## config.mk

```make
export PLATFORM = sky130hd
export DESIGN_NAME = aux_tag_strand_parser
export DESIGN_NICKNAME = d
export VERILOG_FILES = /design/src/rtl/core/atsp_pkg.sv /design/src/rtl/core/atsp_in_stage.sv /design/src/rtl/core/atsp_parse_core.sv /design/src/rtl/core/atsp_out_stage.sv /design/src/rtl/core/aux_tag_strand_parser.sv
export SDC_FILE = /design/constraint.sdc
export NUM_CORES = 1
export LEC_CHECK = 0
export ABC_AREA = 1
export BUFFER_PORTS_ARGS = -buffer_cell sky130_fd_sc_hd__buf_2
export CELL_PAD_IN_SITES_DETAIL_PLACEMENT = 1
export CELL_PAD_IN_SITES_GLOBAL_PLACEMENT = 2
export CORE_ASPECT_RATIO = 0.8
export CORE_MARGIN = 4
export CORE_UTILIZATION = 25
export CTS_CLUSTER_DIAMETER = 50
export DETAILED_ROUTE_END_ITERATION = 16
export PLACE_DENSITY = 0.69
export SLEW_MARGIN = 25
export SYNTH_ARGS = -nofsm -noshare
export SYNTH_HDL_FRONTEND = slang
export SYNTH_SLANG_ARGS = --single-unit
export TNS_END_PERCENT = 1
```

## constraint.sdc

```tcl
create_clock -name i_clk -period 5.2 [get_ports i_clk]
set_clock_uncertainty 0.1 [all_clocks]
set_input_delay 0.26 -clock i_clk [delete_from_list [all_inputs] [get_ports i_clk]]
set_output_delay 0.26 -clock i_clk [all_outputs]
set_load 0.005 [all_outputs]
```

## src/rtl/core/atsp_pkg.sv

```systemverilog
// ----------------------------------------------------------------------------
// atsp_pkg
// Types, character codes and the value-size table shared by the auxiliary
// tag strand parser.
// ----------------------------------------------------------------------------
package atsp_pkg;

    typedef struct packed {
        logic [7:0] aux_byte;
        logic       last_byte;
    } t_aux_in;

    typedef struct packed {
        logic [1:0] strand;
        logic       parse_error;
    } t_aux_out;

    typedef enum logic [5:0] {
        PH_HEADER = 6'b000001,
        PH_FIXED  = 6'b000010,
        PH_STRING = 6'b000100,
        PH_COUNT  = 6'b001000,
        PH_ARRAY  = 6'b010000,
        PH_DRAIN  = 6'b100000
    } t_phase;

    typedef enum logic [2:0] {
        AK_UNKNOWN = 3'd0,
        AK_XB      = 3'd1,
        AK_XGZB    = 3'd2,
        AK_ZS      = 3'd3,
        AK_YD      = 3'd4
    } t_aligner;

    localparam logic [1:0] STRAND_NONE = 2'd0;
    localparam logic [1:0] STRAND_CT   = 2'd1;
    localparam logic [1:0] STRAND_GA   = 2'd2;

    localparam logic [7:0] CH_A     = 8'h41;
    localparam logic [7:0] CH_B     = 8'h42;
    localparam logic [7:0] CH_C     = 8'h43;
    localparam logic [7:0] CH_D     = 8'h44;
    localparam logic [7:0] CH_G     = 8'h47;
    localparam logic [7:0] CH_H     = 8'h48;
    localparam logic [7:0] CH_I     = 8'h49;
    localparam logic [7:0] CH_S     = 8'h53;
    localparam logic [7:0] CH_X     = 8'h58;
    localparam logic [7:0] CH_Y     = 8'h59;
    localparam logic [7:0] CH_Z     = 8'h5A;
    localparam logic [7:0] CH_LC_C  = 8'h63;
    localparam logic [7:0] CH_LC_D  = 8'h64;
    localparam logic [7:0] CH_LC_F  = 8'h66;
    localparam logic [7:0] CH_LC_I  = 8'h69;
    localparam logic [7:0] CH_LC_R  = 8'h72;
    localparam logic [7:0] CH_LC_S  = 8'h73;
    localparam logic [7:0] CH_PLUS  = 8'h2B;
    localparam logic [7:0] CH_MINUS = 8'h2D;
    localparam logic [7:0] CH_NUL   = 8'h00;

    localparam int SKIP_W  = 7;
    localparam int COUNT_W = 32;

    // Value size per type code; string and array codes give their ASCII value
    function automatic logic [7:0] type_size(input logic [7:0] t);
        logic [7:0] s;
        unique case (t)
            CH_A, CH_C, CH_LC_C:    s = 8'd1;
            CH_S, CH_LC_S:          s = 8'd2;
            CH_I, CH_LC_I, CH_LC_F: s = 8'd4;
            CH_LC_D:                s = 8'd8;
            CH_Z:                   s = 8'd90;
            CH_H:                   s = 8'd72;
            CH_B:                   s = 8'd66;
            default:                s = 8'd0;
        endcase
        return s;
    endfunction

endpackage

```

## src/rtl/core/atsp_in_stage.sv

```systemverilog
// ----------------------------------------------------------------------------
// atsp_in_stage
// Input register: holds one item until the parse core consumes it.
// ----------------------------------------------------------------------------
module atsp_in_stage
    import atsp_pkg::*;
(
    input  logic    i_clk,
    input  logic    i_rst_n,
    input  logic    i_valid,
    output logic    o_ready,
    input  t_aux_in i_item,
    output logic    o_valid,
    output t_aux_in o_item,
    input  logic    i_take
);

    logic    r_valid;
    t_aux_in r_item;

    assign o_ready = !r_valid || i_take;
    assign o_valid = r_valid;
    assign o_item  = r_item;

    always_ff @(posedge i_clk) begin
        if (!i_rst_n) begin
            r_valid <= 1'b0;
        end else if (o_ready) begin
            r_valid <= i_valid;
        end
    end

    always_ff @(posedge i_clk) begin
        if (o_ready && i_valid) begin
            r_item <= i_item;
        end
    end

endmodule

```

## src/rtl/core/atsp_parse_core.sv

```systemverilog
// ----------------------------------------------------------------------------
// atsp_parse_core
// Field walker: tag, type and value bytes, strand match and error tracking.
// Gives the record result alongside the final byte and then clears itself.
// ----------------------------------------------------------------------------
module atsp_parse_core
    import atsp_pkg::*;
(
    input  logic     i_clk,
    input  logic     i_rst_n,
    input  logic     i_step,
    input  t_aux_in  i_item,
    output t_aux_out o_result
);

    t_phase              r_phase,    n_phase;
    logic [1:0]          r_hdr_cnt,  n_hdr_cnt;
    logic [7:0]          r_tag0,     n_tag0;
    t_aligner            r_kind,     n_kind;
    logic [7:0]          r_vtype,    n_vtype;
    logic [SKIP_W-1:0]   r_skip,     n_skip;
    logic [COUNT_W-1:0]  r_count,    n_count;
    logic [SKIP_W-1:0]   r_esize,    n_esize;
    logic [1:0]          r_strand,   n_strand;
    logic                r_err,      n_err;

    logic [7:0]          v;
    logic [7:0]          w_size_v;
    logic [7:0]          w_size_t;
    logic [SKIP_W-1:0]   w_skip_dec;
    logic [COUNT_W-1:0]  w_count_dec;
    logic                w_open;

    assign v           = i_item.aux_byte;
    assign w_size_v    = type_size(v);
    assign w_size_t    = type_size(r_vtype);
    assign w_skip_dec  = r_skip - SKIP_W'(1);
    assign w_count_dec = r_count - COUNT_W'(1);

    always_comb begin
        n_phase   = r_phase;
        n_hdr_cnt = r_hdr_cnt;
        n_tag0    = r_tag0;
        n_kind    = r_kind;
        n_vtype   = r_vtype;
        n_skip    = r_skip;
        n_count   = r_count;
        n_esize   = r_esize;
        n_strand  = r_strand;
        n_err     = r_err;

        unique case (r_phase)
            PH_HEADER: begin
                unique case (r_hdr_cnt)
                    2'd0: begin
                        n_tag0    = v;
                        n_hdr_cnt = 2'd1;
                    end
                    2'd1: begin
                        n_kind = AK_UNKNOWN;
                        if (r_tag0 == CH_Z) begin
                            if (v == CH_B)      n_kind = AK_XGZB;
                            else if (v == CH_S) n_kind = AK_ZS;
                        end else if (r_tag0 == CH_X) begin
                            if (v == CH_G)      n_kind = AK_XGZB;
                            else if (v == CH_B) n_kind = AK_XB;
                        end else if (r_tag0 == CH_Y && v == CH_D) begin
                            n_kind = AK_YD;
                        end
                        n_hdr_cnt = 2'd2;
                    end
                    2'd2: begin
                        // unknown type: the next byte opens a new tag
                        n_vtype   = v;
                        n_hdr_cnt = (w_size_v == 8'd0) ? 2'd0 : 2'd3;
                    end
                    default: begin
                        n_hdr_cnt = 2'd0;
                        if (r_vtype == CH_A) begin
                            if (r_kind == AK_XB) begin
                                if (v == CH_C)      n_strand = STRAND_CT;
                                else if (v == CH_G) n_strand = STRAND_GA;
                            end
                        end else if (r_vtype == CH_Z || r_vtype == CH_H) begin
                            if (r_vtype == CH_Z) begin
                                if (r_kind == AK_XGZB) begin
                                    if (v == CH_C)          n_strand = STRAND_CT;
                                    else if (v == CH_G)     n_strand = STRAND_GA;
                                end else if (r_kind == AK_ZS) begin
                                    if (v == CH_PLUS)       n_strand = STRAND_CT;
                                    else if (v == CH_MINUS) n_strand = STRAND_GA;
                                end else if (r_kind == AK_YD) begin
                                    if (v == CH_LC_F)       n_strand = STRAND_CT;
                                    else if (v == CH_LC_R)  n_strand = STRAND_GA;
                                end
                            end
                            n_phase = (v == CH_NUL) ? PH_HEADER : PH_STRING;
                        end else if (r_vtype == CH_B) begin
                            n_esize = SKIP_W'(w_size_v);
                            if (w_size_v == 8'd0) begin
                                n_err   = 1'b1;
                                n_phase = PH_DRAIN;
                            end else begin
                                n_count = '0;
                                n_skip  = SKIP_W'(4);
                                n_phase = PH_COUNT;
                            end
                        end else begin
                            n_skip  = SKIP_W'(w_size_t - 8'd1);
                            n_phase = (w_size_t == 8'd1) ? PH_HEADER : PH_FIXED;
                        end
                    end
                endcase
            end
            PH_FIXED: begin
                n_skip = w_skip_dec;
                if (w_skip_dec == '0) n_phase = PH_HEADER;
            end
            PH_STRING: begin
                if (v == CH_NUL) n_phase = PH_HEADER;
            end
            PH_COUNT: begin
                // count arrives little-endian, four bytes down to one to go
                unique case (r_skip[2:0])
                    3'd4:    n_count[7:0]   = r_count[7:0]   | v;
                    3'd3:    n_count[15:8]  = r_count[15:8]  | v;
                    3'd2:    n_count[23:16] = r_count[23:16] | v;
                    default: n_count[31:24] = r_count[31:24] | v;
                endcase
                n_skip = w_skip_dec;
                if (w_skip_dec == '0) begin
                    if (n_count == '0) begin
                        n_phase = PH_HEADER;
                    end else begin
                        n_skip  = r_esize;
                        n_phase = PH_ARRAY;
                    end
                end
            end
            PH_ARRAY: begin
                n_skip = w_skip_dec;
                if (w_skip_dec == '0) begin
                    n_count = w_count_dec;
                    if (w_count_dec == '0) n_phase = PH_HEADER;
                    else                   n_skip  = r_esize;
                end
            end
            PH_DRAIN: begin
            end
            default: begin
            end
        endcase
    end

    assign w_open = (n_phase == PH_FIXED) || (n_phase == PH_STRING)
                 || (n_phase == PH_COUNT) || (n_phase == PH_ARRAY);

    assign o_result.strand      = n_strand;
    assign o_result.parse_error = n_err || w_open;

    always_ff @(posedge i_clk) begin
        if (!i_rst_n || (i_step && i_item.last_byte)) begin
            r_phase   <= PH_HEADER;
            r_hdr_cnt <= 2'd0;
            r_tag0    <= 8'd0;
            r_kind    <= AK_UNKNOWN;
            r_vtype   <= 8'd0;
            r_skip    <= '0;
            r_count   <= '0;
            r_esize   <= '0;
            r_strand  <= STRAND_NONE;
            r_err     <= 1'b0;
        end else if (i_step) begin
            r_phase   <= n_phase;
            r_hdr_cnt <= n_hdr_cnt;
            r_tag0    <= n_tag0;
            r_kind    <= n_kind;
            r_vtype   <= n_vtype;
            r_skip    <= n_skip;
            r_count   <= n_count;
            r_esize   <= n_esize;
            r_strand  <= n_strand;
            r_err     <= n_err;
        end
    end

endmodule

```

## src/rtl/core/atsp_out_stage.sv

```systemverilog
// ----------------------------------------------------------------------------
// atsp_out_stage
// Result register: holds the record result until the receiver takes it.
// ----------------------------------------------------------------------------
module atsp_out_stage
    import atsp_pkg::*;
(
    input  logic     i_clk,
    input  logic     i_rst_n,
    input  logic     i_load,
    input  t_aux_out i_result,
    output logic     o_free,
    output logic     o_valid,
    input  logic     i_ready,
    output t_aux_out o_result
);

    logic     r_valid;
    t_aux_out r_result;

    assign o_free   = !r_valid || i_ready;
    assign o_valid  = r_valid;
    assign o_result = r_result;

    always_ff @(posedge i_clk) begin
        if (!i_rst_n) begin
            r_valid <= 1'b0;
        end else if (i_load) begin
            r_valid <= 1'b1;
        end else if (i_ready) begin
            r_valid <= 1'b0;
        end
    end

    always_ff @(posedge i_clk) begin
        if (i_load) begin
            r_result <= i_result;
        end
    end

endmodule

```

## src/rtl/core/aux_tag_strand_parser.sv

```systemverilog
// ----------------------------------------------------------------------------
// aux_tag_strand_parser
// Bisulfite strand and layout check over the auxiliary fields of a record.
// ----------------------------------------------------------------------------
// Input channel (i_in_valid / o_in_ready / i_in_item): one byte of the
// auxiliary region per item, last_byte set on the final byte of a record.
// Output channel (o_out_valid / i_out_ready / o_out_result): one item per
// record, carrying the strand code and the parse error flag.
// Throughput is one byte per cycle while no final byte waits for the result
// register; records follow one another with no gap. A byte is held in the
// input register and is parsed as it leaves it. The result of a final byte
// is loaded into the result register as that byte leaves the input register.
// The rate is set by the field walker, combinational between the registers.
// A stalled receiver holds the result; bytes that are not final keep flowing,
// and a final byte waits in the input register, with o_in_ready low, until
// the result register frees.
// Reset (i_rst_n low, synchronous) empties both registers and returns the
// walker to the start of a record. No result is given for bytes not marked
// last.
// ----------------------------------------------------------------------------
module aux_tag_strand_parser
    import atsp_pkg::*;
(
    input  logic     i_clk,
    input  logic     i_rst_n,
    input  logic     i_in_valid,
    output logic     o_in_ready,
    input  t_aux_in  i_in_item,
    output logic     o_out_valid,
    input  logic     i_out_ready,
    output t_aux_out o_out_result
);

    logic     w_in_valid;
    t_aux_in  w_in_item;
    logic     w_out_free;
    logic     w_advance;
    logic     w_load;
    t_aux_out w_result;

    assign w_advance = w_in_valid && (!w_in_item.last_byte || w_out_free);
    assign w_load    = w_advance && w_in_item.last_byte;

    atsp_in_stage u_in_stage (
        .i_clk   (i_clk),
        .i_rst_n (i_rst_n),
        .i_valid (i_in_valid),
        .o_ready (o_in_ready),
        .i_item  (i_in_item),
        .o_valid (w_in_valid),
        .o_item  (w_in_item),
        .i_take  (w_advance)
    );

    atsp_parse_core u_parse_core (
        .i_clk    (i_clk),
        .i_rst_n  (i_rst_n),
        .i_step   (w_advance),
        .i_item   (w_in_item),
        .o_result (w_result)
    );

    atsp_out_stage u_out_stage (
        .i_clk    (i_clk),
        .i_rst_n  (i_rst_n),
        .i_load   (w_load),
        .i_result (w_result),
        .o_free   (w_out_free),
        .o_valid  (o_out_valid),
        .i_ready  (i_out_ready),
        .o_result (o_out_result)
    );

`ifndef SYNTHESIS
    a_strand_code: assert property (@(posedge i_clk) disable iff (!i_rst_n)
        o_out_valid |-> (o_out_result.strand != 2'd3))
        else $error("strand code out of range");

    a_result_from_last: assert property (@(posedge i_clk) disable iff (!i_rst_n)
        $rose(o_out_valid) |-> $past(w_load))
        else $error("result appeared without a final byte");

    a_in_hold: assert property (@(posedge i_clk) disable iff (!i_rst_n)
        (w_in_valid && !w_advance) |=> (w_in_valid && $stable(w_in_item)))
        else $error("pending byte lost from input register");
`endif

endmodule
```

==> flow_summary.toml <==
[outcome]
status = "completed"

[synth]
syn-instance-count = 1015
synth_ff_type = "dfxtp_1"
synthArstFlopShare = 0
synth_fp_nets = 1037
synth-edff-count = 12
synthMuxAreaShare = 0
yosys_register_bits = 89
synth-simple-area-share = 0.329
yosysWarnings = 0
synth_compound_area_frac = 0.219
synth_fa_ha_area_frac = 0.0180
syn_area_per_cell_um2 = 6.17
synth_cell_types = 47
syn-cell-area_um2 = 6270
synth_top_family_by_area = "simple AND/OR/NAND/NOR gates"
yosysSeqAreaShare = 0.303
synth_xor_area_frac = 0.0140

[critical_path]
crit_required_ns = 5.38
crit_path_start_kind = "register"
end_kind = "register"
criticalPathCategory = "reg2reg"
cp_max_fo = 38
cp_data_arrival_time_ns = 3.47

[sta]
fin_tns_setup_ns = 0
finalSetupViolCount = 0
clock.fmax_mhz = 304
tightest_slew_ns = 0.773
rsz0062_at_grt = "no"
hold_viol = 0
drv_slew = 0
slew_headroom = 0.482
period_share = 0.632
finalCriticalPeriod_ns = 3.29

[grt]
grt_overflow = 0
grt_pass1_vias = 6647
grt_pass1_wl_um = 39400
grtUsageTotal = 0.183
antenna_found_initial = 0
grt_max_degree = 54

[placed_design]
dpl.cell_count = 1329
place.port_buffers = 17
globalplace.congestion = 0.834
dp_hpwl_um = 19200

[drt]
wirelength_um = 24600
post_drt_via_cell_ratio = 4.97
first_pass_iters = 5
routedWlPerCell_um = 18.2
ant_nets = 0
drc = 0
drt_iter0_drc = 586
vias = 6721

[clock_network]
numCtsBuffers = 9
clk_pin_slew_worst_paths_ns = 0.07
htreeDepth = 3
worst_skew_pair.late_latency_ns = 0.35
tritoncts = "yes"
cts_root_buf = "clkbuf_16"
cts.sinks = 89
clock_path_buffers = 2

[pwr]
power_frac_seq = 0.446
p_leak_nw = 3.18
switchingPower_mw = 0.476
internal-power_mw = 1.18
p_clk_frac = 0.426
total_power_mw = 1.66
p_sw_frac = 0.287
peakVddDrop_mv = 0.145
p_comb_frac = 0.128
power_density_nw_per_um2 = 234

[floorplanning]
fp.dieH_um = 150
num_rows = 51
io_pins = 18
fp.coreArea_um2 = 24500
start_util = 0.256
dieArea_um2 = 27700
die_x_um = 185

[layout]
final_core_util = 0.289
fillers = 3157
layout.cells.non_filler = 1353
area_growth_pct = 12.9
fin_nets = 1052
layout-drive-gt1-share = 0.0763
antennaDiodeCount = 0

[hold_path]
hold_class = "in2reg"

[flow_run]
cap_violations = 0
==> cell usage in the layout, fill, tap and decap left out, drive strengths merged <==
| cell | n |
|---|---|
| a211oi | 12 |
| a21boi | 1 |
| a21oi | 92 |
| a221oi | 2 |
| a22o | 3 |
| a31oi | 2 |
| a32oi | 1 |
| a41oi | 1 |
| buf | 22 |
| bufinv | 1 |
| clkbuf | 12 |
| clkinv | 3 |
| clkinvlp | 1 |
| dfxtp | 77 |
| dlygate4sd3 | 8 |
| edfxtp | 12 |
| ha | 9 |
| inv | 164 |
| nand2 | 208 |
| nand3 | 60 |
| nand3b | 1 |
| nand4 | 26 |
| nor2 | 146 |
| nor3 | 20 |
| nor4 | 7 |
| o2111ai | 1 |
| o211ai | 5 |
| o21ai | 109 |
| o21bai | 2 |
| o22ai | 16 |
| o31ai | 1 |
| xnor2 | 2 |
| xor2 | 8 |
==> sequential cells by signal, indices dropped and copies added (netlist names) <==
register / count
u_parse_core.r_skip: 7
u_in_stage.o_valid: 1
u_parse_core.r_hdr_cnt: 2
u_parse_core.r_count: 32
u_parse_core.r_tag0: 8
u_parse_core.r_phase: 6
u_parse_core.r_strand: 2
u_parse_core.r_kind: 3
u_parse_core.r_vtype: 8
u_out_stage.o_result: 3
u_parse_core.r_esize: 6
u_out_stage.o_valid: 1
u_parse_core.r_err: 1
u_in_stage.o_item: 9
==> cell type report <==
type / count / area, um2 / area share
Clock buffer: 12 / 258 / 0.0364
Tap cell: 318 / 398 / 0.0562
Multi-Input combinational cell: 735 / 3640 / 0.515
Timing Repair Buffer: 30 / 203 / 0.0286
Sequential cell: 89 / 1900 / 0.269
Clock inverter: 4 / 51.3 / 0.00725
Inverter: 165 / 619 / 0.0875
==> worst paths after layout <==
kind	from	to	slack, ns	cells after the start
max reg2reg	u_in_stage.o_item[3]$_DFFE_PP_	u_parse_core.r_count[0]$_SDFFE_PP0P_	1.91	13
min	i_in_item[6]	u_in_stage.o_item[6]$_DFFE_PP_	0.04	1
min reg2reg	u_parse_core.r_vtype[6]$_SDFFE_PP0P_	u_parse_core.r_vtype[6]$_SDFFE_PP0P_	0.38	2
max	u_in_stage.o_item[3]$_DFFE_PP_	u_parse_core.r_count[0]$_SDFFE_PP0P_	1.91	13
==> metrics by stage <==
stage          hold WS, ns  cell area, um2  setup WS, ns
2_1_floorplan        0.259            6270          2.90
3_3_place_gp         0.337            6690          2.03
3_5_place_dp         0.342            6690          1.97
4_1_cts             0.0203            7080          1.94
5_1_grt             0.0196            7080          1.64
6_report            0.0382            7080          1.91
==> worst max-delay path, cell delays in order (launching register included) <==
cell	delay [ns]
edfxtp_1	0.69
inv_1	0.22
nand2_1	0.18
nor2_1	0.06
inv_1	0.15
o21ai_1	0.12
nor2_1	0.11
nand2_1	0.07
nor2_2	0.21
nand2_2	0.15
o211ai_4	0.36
buf_4	0.49
o21ai_0	0.13
a21oi_1	0.15
==> cells in the mapped netlist (3+ instances only) <==
| master | instances | area share |
|---|---|---|
| nand2_1 | 203 | 0.12 |
| inv_1 | 150 | 0.090 |
| nor2_1 | 135 | 0.081 |
| a21oi_1 | 91 | 0.073 |
| dfxtp_1 | 77 | 0.25 |
| o21ai_0 | 64 | 0.051 |
| nand3_1 | 59 | 0.047 |
| o21ai_1 | 44 | 0.035 |
| nand4_1 | 26 | 0.026 |
| clkbuf_1 | 18 | 0.011 |
| nor3_1 | 17 | 0.014 |
| o22ai_1 | 15 | 0.015 |
| inv_2 | 14 | 0.0084 |
| edfxtp_1 | 12 | 0.057 |
| a211oi_1 | 10 | 0.012 |
| ha_1 | 9 | 0.018 |
| nor2_2 | 8 | 0.0080 |
| xor2_1 | 8 | 0.011 |
| buf_2 | 6 | 0.0048 |
| nand2_2 | 5 | 0.0050 |
| nor4_1 | 4 | 0.0040 |
| o211ai_1 | 4 | 0.0048 |
| a22o_1 | 3 | 0.0042 |
| nor2_4 | 3 | 0.0054 |
==> cell families (layout without fill, tap and decap cells) <==
family,after synthesis,in the layout
buffers and inverters,191,211
AND/OR/NAND/NOR,468,468
adder cells (fa/ha/maj),9,9
XOR/XNOR,10,10
flip-flops,89,89
AO/OA/AOI/OAI,248,248
==> repair_timing <==
item                                   in CTS  in global routing
hold buffers                                8                  0
endpoints found under the hold margin       8                  0
gates resized for setup                     0                  0
setup buffers                               0                  0
==> routing by layer <==
layer	global-route usage	vias to the layer above	wire, um
met5	0	-	0
met4	0.0297	0	158
met3	0.0348	13	1100
met2	0.263	130	9970
met1	0.286	3198	13400
li1	-	3380	-
==> power by group through the flow <==
stage	sequential (mW)	combinational, mW	clock (mW)
after detailed placement	0.756	0.206	0
after CTS	0.740	0.211	0.732
after global placement	0.755	0.206	0
after floorplan	0.743	0.148	0
after global routing	0.743	0.238	0.755
final	0.740	0.212	0.706
No activity file was read; power rests on OpenSTA's default activity.
